### config.mk
export PLATFORM = sky130hd
export DESIGN_NAME = ascon128_aead_engine_core
export DESIGN_NICKNAME = d
export VERILOG_FILES = /design/src/hdl/ascon_pkg.sv /design/src/hdl/ascon_round.sv /design/src/hdl/ascon128_aead_engine_core.sv
export SDC_FILE = /design/constraint.sdc
export NUM_CORES = 2
export LEC_CHECK = 0
export BUFFER_PORTS_ARGS = -buffer_cell sky130_fd_sc_hd__buf_2
export CORE_MARGIN = 3
export CORE_UTILIZATION = 27
export DETAILED_ROUTE_END_ITERATION = 8
export PLACE_DENSITY = 0.46
export SYNTH_ARGS = -nofsm -noshare
export SYNTH_HDL_FRONTEND = slang
export SYNTH_SLANG_ARGS = --single-unit
### constraint.sdc
create_clock -name clk -period 3.4 [get_ports clk]
set_input_delay 0.34 -clock clk [delete_from_list [all_inputs] [get_ports clk]]
set_output_delay 0.34 -clock clk [all_outputs]
set_load 0.02 [all_outputs]
### src/hdl/ascon_pkg.sv
// Package: Ascon engine types, constants and round function.
package ascon_pkg;
	localparam logic [63:0] ASCON_IV = 64'h80400c0600000000;
	localparam logic [63:0] PAD0 = 64'h8000000000000000;
	// round index marker: block data still waits to be absorbed
	localparam logic [3:0] RND_ABSORB = 4'd15;

	typedef enum logic [2:0] {
		CMD_INIT = 3'd0, CMD_AD_BLK = 3'd1, CMD_AD_FIN = 3'd2, CMD_ENC_BLK = 3'd3,
		CMD_ENC_FIN = 3'd4, CMD_DEC_BLK = 3'd5, CMD_DEC_FIN = 3'd6, CMD_BAD = 3'd7
	} cmd_t;

	typedef enum logic [1:0] {
		PH_IDLE = 2'd0, PH_START = 2'd1, PH_AD = 2'd2, PH_CLOSED = 2'd3
	} phase_t;

	typedef enum logic [2:0] {
		ST_IDLE, ST_CLOSE, ST_BODY, ST_FIN, ST_DONE
	} seq_t;

	typedef logic [4:0][63:0] sponge_t;

	function automatic logic [63:0] rotr(input logic [63:0] v, input int n);
		rotr = (v >> n) | (v << (64 - n));
	endfunction

	function automatic logic [7:0] rc(input logic [3:0] i);
		logic [7:0] r;
		r = 8'h00;
		case (i)
			4'd0: r = 8'hf0; 4'd1: r = 8'he1; 4'd2: r = 8'hd2; 4'd3: r = 8'hc3;
			4'd4: r = 8'hb4; 4'd5: r = 8'ha5; 4'd6: r = 8'h96; 4'd7: r = 8'h87;
			4'd8: r = 8'h78; 4'd9: r = 8'h69; 4'd10: r = 8'h5a; 4'd11: r = 8'h4b;
			default: r = 8'h00;
		endcase
		return r;
	endfunction

	function automatic logic [63:0] lead_mask(input logic [2:0] n);
		lead_mask = (n == 3'd0) ? 64'd0 : ~(64'hffffffffffffffff >> {n, 3'b000});
	endfunction

	function automatic logic [63:0] pad_bit(input logic [2:0] n);
		pad_bit = PAD0 >> {n, 3'b000};
	endfunction
endpackage

### src/hdl/ascon_round.sv
// One Ascon permutation round, shared by every phase of the engine.
module ascon_round (
	input  ascon_pkg::sponge_t s_in,
	input  logic [3:0]         rnd,
	output ascon_pkg::sponge_t s_out
);
	import ascon_pkg::*;
	logic [63:0] a, b, d, e, f, t0, t1, t2, t3, t4;
	logic [63:0] a2, b2, d2, e2, f2;
	always_comb begin
		a = s_in[0] ^ s_in[4];
		f = s_in[4] ^ s_in[3];
		e = s_in[3];
		b = s_in[1];
		d = s_in[2] ^ {56'd0, rc(rnd)} ^ s_in[1];
		t0 = ~a & b; t1 = ~b & d; t2 = ~d & e; t3 = ~e & f; t4 = ~f & a;
		a2 = a ^ t1; b2 = b ^ t2; d2 = d ^ t3; e2 = e ^ t4; f2 = f ^ t0;
		b2 = b2 ^ a2; a2 = a2 ^ f2; e2 = e2 ^ d2; d2 = ~d2;
		s_out[0] = a2 ^ rotr(a2, 19) ^ rotr(a2, 28);
		s_out[1] = b2 ^ rotr(b2, 61) ^ rotr(b2, 39);
		s_out[2] = d2 ^ rotr(d2, 1) ^ rotr(d2, 6);
		s_out[3] = e2 ^ rotr(e2, 10) ^ rotr(e2, 17);
		s_out[4] = f2 ^ rotr(f2, 7) ^ rotr(f2, 41);
	end
endmodule

### src/hdl/ascon128_aead_engine_core.sv
// Top level: Ascon-128 AEAD engine with a shared round unit and sequencer.
// Usage:
//  s_axis carries one command beat: tuser = command, tdata packs
//  data_word, byte_count, nonce_hi, nonce_lo, tag_in_hi, tag_in_lo.
//  m_axis returns one result beat per command: tdata packs out_word,
//  out_count, tag_out_hi, tag_out_lo, tag_ok; tuser = status.
//  Key registers are written through cfg_we/cfg_idx/cfg_data while idle.
// Timing: one Ascon round per cycle in a single shared round unit. Steps
//  from the accepted command until the result beat is offered:
//  out-of-order: result only; init: 12 rounds, then result; AD block and
//  AD final: 6 rounds, then result, or result only for an empty AD final
//  right after init; enc/dec block: absorb, 6 rounds, result; enc/dec
//  final: absorb and key, 12 rounds, result. Add 6 close rounds to an
//  enc/dec command that follows nonempty AD. The next command is accepted
//  only after the result beat has been taken by the receiver.
// Ready: s_axis_tready is high only when no command is in work and the
//  result register is empty; a stalled receiver holds the result beat
//  and blocks the next command.
// Reset: sponge cleared, phase idle, keys zero, output empty.
module ascon128_aead_engine_core (
	input  logic         clk,
	input  logic         arst_n,
	input  logic         cfg_we,
	input  logic         cfg_idx,
	input  logic [63:0]  cfg_data,
	input  logic         s_axis_tvalid,
	output logic         s_axis_tready,
	// tdata: data_word[63:0], byte_count[66:64], nonce_hi[130:67],
	// nonce_lo[194:131], tag_in_hi[258:195], tag_in_lo[322:259], zero pad
	input  logic [327:0] s_axis_tdata,
	input  logic [2:0]   s_axis_tuser,  // command
	output logic         m_axis_tvalid,
	input  logic         m_axis_tready,
	// tdata: out_word[63:0], out_count[67:64], tag_out_hi[131:68],
	// tag_out_lo[195:132], tag_ok[196], zero pad
	output logic [199:0] m_axis_tdata,
	output logic         m_axis_tuser   // status
);
	import ascon_pkg::*;

	seq_t st_q, st_d;
	sponge_t sp_q, rnd_out;
	phase_t ph_q;
	logic [63:0] key_hi_q, key_lo_q;
	logic [3:0] rnd_q;
	logic [2:0] cmd_q, n_q;
	logic [63:0] data_q, thi_q, tlo_q, ow_q;
	logic ovalid_q;
	logic [199:0] odata_q;
	logic ostat_q;

	ascon_round u_round (.s_in(sp_q), .rnd(rnd_q), .s_out(rnd_out));

	assign s_axis_tready = (st_q == ST_IDLE) && !ovalid_q;
	assign m_axis_tvalid = ovalid_q;
	assign m_axis_tdata = odata_q;
	assign m_axis_tuser = ostat_q;

	logic acc;
	logic [2:0] cmd_i, n_i;
	logic bad_i;
	assign acc = s_axis_tvalid && s_axis_tready;
	assign cmd_i = s_axis_tuser;
	assign n_i = s_axis_tdata[66:64];
	assign bad_i = (cmd_i == CMD_BAD) || (cmd_i != CMD_INIT && ph_q == PH_IDLE) ||
		((cmd_i == CMD_AD_BLK || cmd_i == CMD_AD_FIN) && ph_q == PH_CLOSED);

	logic last_rnd;
	assign last_rnd = (rnd_q == 4'd11);
	logic is_fin;
	assign is_fin = (cmd_q == CMD_ENC_FIN) || (cmd_q == CMD_DEC_FIN);

	// next state
	always_comb begin
		st_d = st_q;
		unique case (st_q)
			ST_IDLE: if (acc && !bad_i) begin
				unique case (cmd_i)
					CMD_INIT, CMD_AD_BLK: st_d = ST_BODY;
					CMD_AD_FIN: st_d = (n_i != 3'd0 || ph_q == PH_AD) ? ST_BODY : ST_DONE;
					default: st_d = (ph_q == PH_AD) ? ST_CLOSE : ST_BODY;
				endcase
			end
			ST_CLOSE: if (last_rnd) st_d = ST_BODY;
			ST_BODY: if (is_fin) st_d = ST_FIN;
				else if (last_rnd) st_d = ST_DONE;
			ST_FIN: if (last_rnd) st_d = ST_DONE;
			ST_DONE: st_d = ST_IDLE;
			default: st_d = ST_IDLE;
		endcase
	end

	always_ff @(posedge clk or negedge arst_n) begin
		if (!arst_n) begin
			st_q <= ST_IDLE;
			ph_q <= PH_IDLE;
			sp_q <= '0;
			rnd_q <= '0;
			key_hi_q <= '0;
			key_lo_q <= '0;
			ovalid_q <= 1'b0;
			cmd_q <= '0;
			n_q <= '0;
			data_q <= '0;
			thi_q <= '0;
			tlo_q <= '0;
			ow_q <= '0;
			odata_q <= '0;
			ostat_q <= 1'b0;
		end else begin
			st_q <= st_d;
			if (cfg_we) begin
				if (cfg_idx) key_lo_q <= cfg_data;
				else key_hi_q <= cfg_data;
			end
			if (ovalid_q && m_axis_tready) ovalid_q <= 1'b0;
			unique case (st_q)
				ST_IDLE: if (acc) begin
					cmd_q <= cmd_i;
					n_q <= n_i;
					data_q <= s_axis_tdata[63:0];
					thi_q <= s_axis_tdata[258:195];
					tlo_q <= s_axis_tdata[322:259];
					ow_q <= '0;
					if (bad_i) begin
						ovalid_q <= 1'b1;
						ostat_q <= 1'b1;
						odata_q <= '0;
					end else begin
						unique case (cmd_i)
							CMD_INIT: begin
								sp_q <= {s_axis_tdata[194:131], s_axis_tdata[130:67],
									key_lo_q, key_hi_q, ASCON_IV};
								rnd_q <= 4'd0;
								ph_q <= PH_START;
							end
							CMD_AD_BLK: begin
								sp_q[0] <= sp_q[0] ^ s_axis_tdata[63:0];
								rnd_q <= 4'd6;
								ph_q <= PH_AD;
							end
							CMD_AD_FIN: begin
								if (n_i != 3'd0 || ph_q == PH_AD)
									sp_q[0] <= sp_q[0] ^ (s_axis_tdata[63:0] & lead_mask(n_i))
										^ pad_bit(n_i);
								else
									sp_q[4] <= sp_q[4] ^ 64'd1;
								rnd_q <= 4'd6;
								ph_q <= PH_CLOSED;
							end
							default: begin
								if (ph_q == PH_AD) begin
									sp_q[0] <= sp_q[0] ^ PAD0;
									rnd_q <= 4'd6;
								end else begin
									if (ph_q == PH_START) sp_q[4] <= sp_q[4] ^ 64'd1;
									rnd_q <= RND_ABSORB;
								end
								ph_q <= PH_CLOSED;
							end
						endcase
					end
				end
				ST_CLOSE: begin
					sp_q <= rnd_out;
					rnd_q <= rnd_q + 4'd1;
					if (last_rnd) begin
						sp_q[4] <= rnd_out[4] ^ 64'd1;
						rnd_q <= RND_ABSORB;
					end
				end
				ST_BODY: begin
					if (cmd_q == CMD_INIT || cmd_q == CMD_AD_BLK || cmd_q == CMD_AD_FIN) begin
						sp_q <= rnd_out;
						rnd_q <= rnd_q + 4'd1;
						if (last_rnd && cmd_q == CMD_INIT) begin
							sp_q[3] <= rnd_out[3] ^ key_hi_q;
							sp_q[4] <= rnd_out[4] ^ key_lo_q;
						end
						if (last_rnd && cmd_q == CMD_AD_FIN)
							sp_q[4] <= rnd_out[4] ^ 64'd1;
					end else if (cmd_q == CMD_ENC_BLK || cmd_q == CMD_DEC_BLK) begin
						if (rnd_q == RND_ABSORB) begin
							// absorb data and emit output before the rounds
							ow_q <= sp_q[0] ^ data_q;
							if (cmd_q == CMD_ENC_BLK) sp_q[0] <= sp_q[0] ^ data_q;
							else sp_q[0] <= data_q;
							rnd_q <= 4'd6;
						end else begin
							sp_q <= rnd_out;
							rnd_q <= rnd_q + 4'd1;
						end
					end else begin
						ow_q <= (sp_q[0] ^ data_q) & lead_mask(n_q);
						if (cmd_q == CMD_ENC_FIN)
							sp_q[0] <= sp_q[0] ^ (data_q & lead_mask(n_q)) ^ pad_bit(n_q);
						else
							sp_q[0] <= ((sp_q[0] & ~lead_mask(n_q)) | (data_q & lead_mask(n_q)))
								^ pad_bit(n_q);
						sp_q[1] <= sp_q[1] ^ key_hi_q;
						sp_q[2] <= sp_q[2] ^ key_lo_q;
						rnd_q <= 4'd0;
					end
				end
				ST_FIN: begin
					sp_q <= rnd_out;
					rnd_q <= rnd_q + 4'd1;
				end
				ST_DONE: begin
					ovalid_q <= 1'b1;
					ostat_q <= 1'b0;
					odata_q <= '0;
					odata_q[63:0] <= ow_q;
					if (cmd_q == CMD_ENC_BLK || cmd_q == CMD_DEC_BLK)
						odata_q[67:64] <= 4'd8;
					if (is_fin) begin
						odata_q[67:64] <= {1'b0, n_q};
						odata_q[131:68] <= sp_q[3] ^ key_hi_q;
						odata_q[195:132] <= sp_q[4] ^ key_lo_q;
						odata_q[196] <= (cmd_q == CMD_DEC_FIN) &&
							((sp_q[3] ^ key_hi_q) == thi_q) && ((sp_q[4] ^ key_lo_q) == tlo_q);
						sp_q <= '0;
						ph_q <= PH_IDLE;
					end
				end
				default: ;
			endcase
		end
	end
endmodule

---- Word-level counts from Yosys, hierarchy flattened ----
Memory sizes are Yosys's and may differ from the RTL's.
Index checks and enable logic that the tools add are counted.
cells by class
  $add $sub $neg .......................... 1
  eq/ne operators ......................... 40
  shift-type cells ........................ 4
  muxes and demuxes ....................... 63
  bitwise logic cells ..................... 68
  reduce and logical (&&, ||, !) cells .... 48
operator list
  kind                                                                 count
  64-bit XOR                                                           34
  320-bit case mux with 5 select lines                                 1
  320-bit 2-to-1 mux                                                   4
  64-bit 2-to-1 mux                                                    12
  64-bit AND                                                           9
  64-bit NOT                                                           9
  200-bit 2-to-1 mux                                                   2
  200-bit case mux with 2 select lines                                 1
  192-bit 2-to-1 mux                                                   2
  64-bit case mux with 3 select lines                                  2
  128-bit 2-to-1 mux                                                   2
  256-bit 2-to-1 mux                                                   1
  64-bit by 6-bit >> shifter with 64-bit output, first input constant  4
  133-bit 2-to-1 mux                                                   1
  64-bit equality test                                                 2
  64-bit case mux with 2 select lines                                  1
  23-bit by 64-bit OR with 64-bit output                               1
  25-bit by 64-bit OR with 64-bit output                               1
  3-bit by 64-bit OR with 64-bit output                                1
  36-bit by 64-bit OR with 64-bit output                               1
  45-bit by 64-bit OR with 64-bit output                               1
  47-bit by 64-bit OR with 64-bit output                               1
  54-bit by 64-bit OR with 64-bit output                               1
  57-bit by 64-bit OR with 64-bit output                               1
  other kinds (47)                                                     129
word-level totals
  register bits ........................... 921
  bits in read-only memories .............. 128
  logic and storage cells ................. 246
  memories kept ........................... 1
memory list
  name              depth  bits a word  rd ports  clocked after Yosys merged registers in  wr ports  line             RTL
  (name not given)  16     8            1         0                                        0         ascon_pkg.sv:30  case (i)

---- Logic depth before layout (Yosys ltp) ----
An unclocked memory read counts as a cell.
  depth after elaboration ................. 14
  depth in mapped cells ................... 13
  mapped depth without buffers ............ 9

---- Cells and area by module ----
Synthesis repeated with hierarchy kept, for this count alone.
second synthesis, totals
  cells, all modules ...................... 7136
  area, all modules ....................... 63917.6 sq um
by module, submodules not included
  module                     times used  cells each  area an instance (sq um)
  ascon128_aead_engine_core  1           5347        49562.5
  ascon_round                1           1789        14355.0

---- Worst setup path before layout ----
Ideal clock, no wire load.
  path kind ............................... reg2reg
  start ................................... register rnd_q[3]
  end ..................................... register sp_q[196] in the netlist's numbering
  setup time .............................. 0.126 ns
  arrival ................................. 2.662 ns
  setup slack ............................. 0.612 ns
  cell stages (with the launch flop) ...... 11
  buffers on the path ..................... 1
  period minus slack after synthesis ...... 2.788 ns
  cells stage by stage .................... dfrtp_1 > buf_2 > a21oi_1 > xor2_1 > ha_1 > xnor2_1 > xor2_1 > xnor3_1 > and3_1 > a211oi_1 > a21oi_1
between the ends
  word-level cells in the longest chain between the ends .. 11
  elaborated cells between the ends (all ways) .. 18
  classes of those cells .................. 3 x eq/ne; 5 x mux; 7 x bitwise; 2 x reduce/logical; 1 x memory
RTL lines
  what                                                     line                                                                RTL
  start: declaration                                       ascon128_aead_engine_core.sv:45                                     logic [3:0] rnd_q;
  start signal: assignment                                 ascon128_aead_engine_core.sv:166                                    rnd_q <= rnd_q + 4'd1;
  start signal: assignment                                 ascon128_aead_engine_core.sv:175                                    rnd_q <= rnd_q + 4'd1;
  start signal: assignment                                 ascon128_aead_engine_core.sv:191                                    rnd_q <= rnd_q + 4'd1;
  memory read 16 x 8 bit                                   -
  64-bit by 8-bit XOR with 64-bit output                   ascon_round.sv:15                                                   d = s_in[2] ^ {56'd0, rc(rnd)} ^ s_in[1];
  64-bit XOR                                               ascon_round.sv:15
  64-bit XOR                                               ascon_round.sv:17                                                   a2 = a ^ t1; b2 = b ^ t2; d2 = d ^ t3; e2 = e ^ t4; f2 = f ^ t0;
  64-bit XOR                                               ascon_round.sv:18                                                   b2 = b2 ^ a2; a2 = a2 ^ f2; e2 = e2 ^ d2; d2 = ~d2;
  64-bit XOR (2 in a row)                                  ascon_round.sv:22                                                   s_out[3] = e2 ^ rotr(e2, 10) ^ rotr(e2, 17);
  256-bit 2-to-1 mux / 64-bit XOR (equally long branches)  ascon128_aead_engine_core.sv:183, ascon128_aead_engine_core.sv:177
  128-bit 2-to-1 mux, on equally long branches             ascon128_aead_engine_core.sv:182, ascon128_aead_engine_core.sv:176
  320-bit 2-to-1 mux                                       ascon128_aead_engine_core.sv:173                                    if (cmd_q == CMD_INIT || cmd_q == CMD_AD_BLK || cmd_q == CMD_AD_FIN) begin
  320-bit case mux with 5 select lines                     ascon128_aead_engine_core.sv:117                                    unique case (st_q)
  end signal: assignment                                   ascon128_aead_engine_core.sv:132                                    sp_q <= {s_axis_tdata[194:131], s_axis_tdata[130:67],
  end signal: assignment                                   ascon128_aead_engine_core.sv:174                                    sp_q <= rnd_out;
  end signal: assignment                                   ascon128_aead_engine_core.sv:190                                    sp_q <= rnd_out;
  end: declaration                                         ascon128_aead_engine_core.sv:42                                     sponge_t sp_q, rnd_out;
Parallel ways exist; a longest one is shown, timed or not. The select of a mux whose other input is x is not followed.
A chain may end at the register's enable or synchronous reset.

---- Worst setup path after layout ----
  start ................................... register st_q[2]
  end ..................................... register sp_q[230] in the netlist's numbering
between the ends
  word-level cells in the longest chain between the ends .. 5
  elaborated cells between the ends (all ways) .. 16
  classes of those cells .................. 10 x eq/ne; 1 x mux; 5 x reduce/logical
RTL lines
  what                                  line                                                               RTL
  start: declaration                    ascon128_aead_engine_core.sv:41                                    seq_t st_q, st_d;
  start signal: assignment              ascon128_aead_engine_core.sv:111                                   st_q <= st_d;
  3-bit zero test                       ascon128_aead_engine_core.sv:54, ascon128_aead_engine_core.sv:117
  1-bit logical AND                     ascon128_aead_engine_core.sv:54                                    assign s_axis_tready = (st_q == ST_IDLE) && !ovalid_q;
  1-bit logical AND                     ascon128_aead_engine_core.sv:62                                    assign acc = s_axis_tvalid && s_axis_tready;
  2-bit != test (no source line)        -
  7-bit AND reduction (no source line)  -
  end signal: assignment                ascon128_aead_engine_core.sv:132
  end signal: assignment                ascon128_aead_engine_core.sv:165                                   sp_q <= rnd_out;
  end signal: assignment                ascon128_aead_engine_core.sv:174
Parallel ways exist; a longest one is shown, timed or not.

==> results.py <==
metrics = {
    "synth": {
        "ys.flop_type": "dfrtp_1",
        "yosysTopAreaCellShare_pct": 36.3,
        "synth.area.top_cells": "dfrtp_1 36%, xnor2_1 11%, xor2_1 7.5%",
        "synth_common_cells": "918 x dfrtp_1, 829 x xnor2_1, 664 x o21ai_0, 543 x xor2_1, 497 x nor2_1",
        "syn_inst": 6717,
        "synth-edff-count": 0,
        "synth_cell_types": 79,
        "avgSynthCellArea_sq_um": 9.42,
        "synth_area_leader_cell": "dfrtp_1",
        "netlist_area_sq_um": 63200,
        "ys_ff_latch": 918,
        "synth_most_common_cell": "dfrtp_1",
        "ys_async_sr_fraction_pct": 100,
        "yosysSeqAreaShare_pct": 36.3,
        "yosys_warnings": 0,
    },
    "grt": {
        "grt_overflow": 0,
        "antenna_found_initial": 43,
        "grt_max_degree": 142,
        "grt_pass1_vias": 58300,
        "grt_pass1_wl_microns": 486000,
        "grt_usage_pct": 28.7,
    },
    "route": {
        "drt_wl_total_microns": 357000,
        "viasPerCell": 5.42,
        "wl_per_cell_microns": 31.7,
        "vias": 61000,
        "ant_nets": 0,
        "drt-met1-wl_microns": 156000,
        "met3_length_microns": 30900,
        "wl_met2_microns": 150000,
        "topRoutingLayerUsed": "met5",
        "dr.first_iter.drc_count": 7109,
        "drc": 0,
        "dr.pass1.iters": 6,
    },
    "setup_path": {
        "worstPathRequired_ps": 4130,
        "worstRegToRegCells": 8,
        "crit_top_cell": "buf_12",
        "crit_slowest_cell": "nor3b_1",
        "endpoint_kind": "flip-flop",
        "crit_chain": "nor3b_1 -> nand3_1 -> a211oi_4 -> buf_12 -> buf_12 -> buf_12 -> nor2_1 -> a21oi_1",
        "crit_type": "flip-flop to flip-flop",
        "crit_path_max_fanout": 64,
        "start_kind": "flip-flop",
        "max_stage_delay_ps": 780,
        "critPathArrivalTime_ps": 4050,
    },
    "final_layout": {
        "layout-drive-gt1-share_pct": 23.1,
        "fillers": 23800,
        "nets": 8521,
        "multi_input_area_sq_um": 37900,
        "regArea_sq_um": 23000,
        "syn_to_final_growth_pct": 30.1,
    },
    "sta": {
        "maxSlewHeadroom_pct": 13.6,
        "setup-violations-final": 0,
        "slew_violations": 0,
        "tightest_slew_ps": 1300,
        "fin_crit_sh_pct": 97.6,
        "fin_skew_ps": 97.3,
        "rsz0062_at_grt": "no",
        "hold_viol_final": 0,
        "max_freq_mhz": 301,
        "min_period_ps": 3320,
        "whs_ps": 59.1,
    },
    "place": {
        "dp_hpwl_microns": 281000,
        "place_congestion": 1.00,
        "port_buffers": 595,
    },
    "cts": {
        "cts_buffers": 115,
        "cts_root_buf": "clkbuf_16",
        "clock-sinks": 918,
        "cts_setup_buffers": 0,
        "cts_tree": "done",
        "cts_buffer_depth": 3,
        "htreeDepth": 3,
        "clk_latency_ps": 850,
        "clk_pin_slew_ps": 60,
    },
    "run": {
        "maxCapViolCount": 0,
    },
    "die": {
        "die_h_microns": 490,
        "die_w_microns": 490,
        "coreArea_sq_um": 233000,
        "fp-row-count": 177,
        "die-area_sq_um": 240000,
        "pin_count": 604,
        "start_util_pct": 27.2,
    },
    "status": {
        "status": "finished, final reports clean",
    },
    "hold_path": {
        "hold_path_depth": 4,
        "hold_class": "primary input to flip-flop",
    },
}
sequential cells by signal, indices dropped and copies added (netlist names):
register       cells
thi_q             64
n_q                3
key_hi_q          64
rnd_q              4
sp_q             320
key_lo_q          64
m_axis_tuser       1
st_q               3
ow_q              64
m_axis_tdata     197
cmd_q              3
tlo_q             64
m_axis_tvalid      1
data_q            64
ph_q               2
stage by stage:
step	instance area [sq um]	std cells	TNS (ps)	worst slack (ps)	utilization, %
3_5_place_dp	74200	10600	-541	-276	31.9
4_1_cts	82200	11200	0	211	35.3
6_report	82300	11300	0	81.3	35.3
2_1_floorplan	63300	6719	0	612	-
5_1_grt	82200	11200	0	20.1	35.3
3_3_place_gp	74200	10600	-434	-243	31.9
final timing paths:
kind                              startpoint                end  slack (ps)
max in group asynchronous             arst_n          sp_q[291]        2120
min reg2reg                m_axis_tdata[103]  m_axis_tdata[103]         490
min                         s_axis_tdata[93]          sp_q[218]          60
max                                  st_q[2]          sp_q[230]          80
max reg2reg                          st_q[2]          sp_q[230]          80
min in group asynchronous             arst_n    m_axis_tdata[2]         140
kinds of logic (layout without fill, tap and decap cells):
kind of cell | after synthesis | in the layout | share of synthesized area [%]
AO/OA/AOI/OAI | 1991 | 1991 | 20.6
XOR/XNOR | 1451 | 1451 | 21.8
AND/OR/NAND/NOR | 1188 | 1188 | 7.97
flip-flops | 918 | 918 | 36.3
buffers and inverters | 675 | 2044 | 4.31
multiplexers | 351 | 351 | 6.19
adder cells (fa/ha/maj) | 142 | 142 | 2.76
other | 1 | 34 | 0.00593
layout make-up:
cell class | count | area share, %
Antenna cell | 31 | 0.0943
Clock buffer | 158 | 4.00
Clock inverter | 56 | 1.02
Inverter | 163 | 0.744
Multi-Input combinational cell | 5126 | 46.0
Sequential cell | 918 | 27.9
Tap cell | 3132 | 4.76
Timing Repair Buffer | 1667 | 15.4
critical path: cells and delay by family (launching register included):
family                 cells  cell delay (ps)
AND/OR/NAND/NOR            3             1360
flip-flops                 1              550
buffers and inverters      3              650
AO/OA/AOI/OAI              2              600
per-layer routing:
layer	up-vias	GRT usage, %
met1	30900	39.6
met3	570	6.40
li1	26400	-
met5	-	0
met2	3098	42.3
met4	12	13.8
cell usage in the layout (no fill, tap or decap), drive strengths merged, types with 30 or more instances in the layout:
cell,netlist,routed
inv,163,169
a31oi,92,92
a22oi,116,116
a32o,47,47
xor2,543,543
clkbuf,367,158
a211oi,66,66
diode,0,31
a221oi,43,43
xnor3,75,75
o21ai,680,680
dfrtp,918,918
a2bb2oi,30,30
a21oi,359,359
ha,129,129
dlygate4sd3,0,384
mux2,323,323
nand2,460,460
a22o,212,212
buf,145,1283
a32oi,72,72
a211o,63,63
nor2,499,499
xnor2,829,829
nand3,54,54
o221ai,46,46
timing repair:
item / CTS / global route
endpoints found under the hold margin: 530 / 0
hold buffers: 384 / 0
endpoints found under the setup margin: 3 / 0
resized for setup: 2 / 0
Power is not shown: default switching activity piles up to over one toggle a cycle in this logic, so the estimate is an artifact.
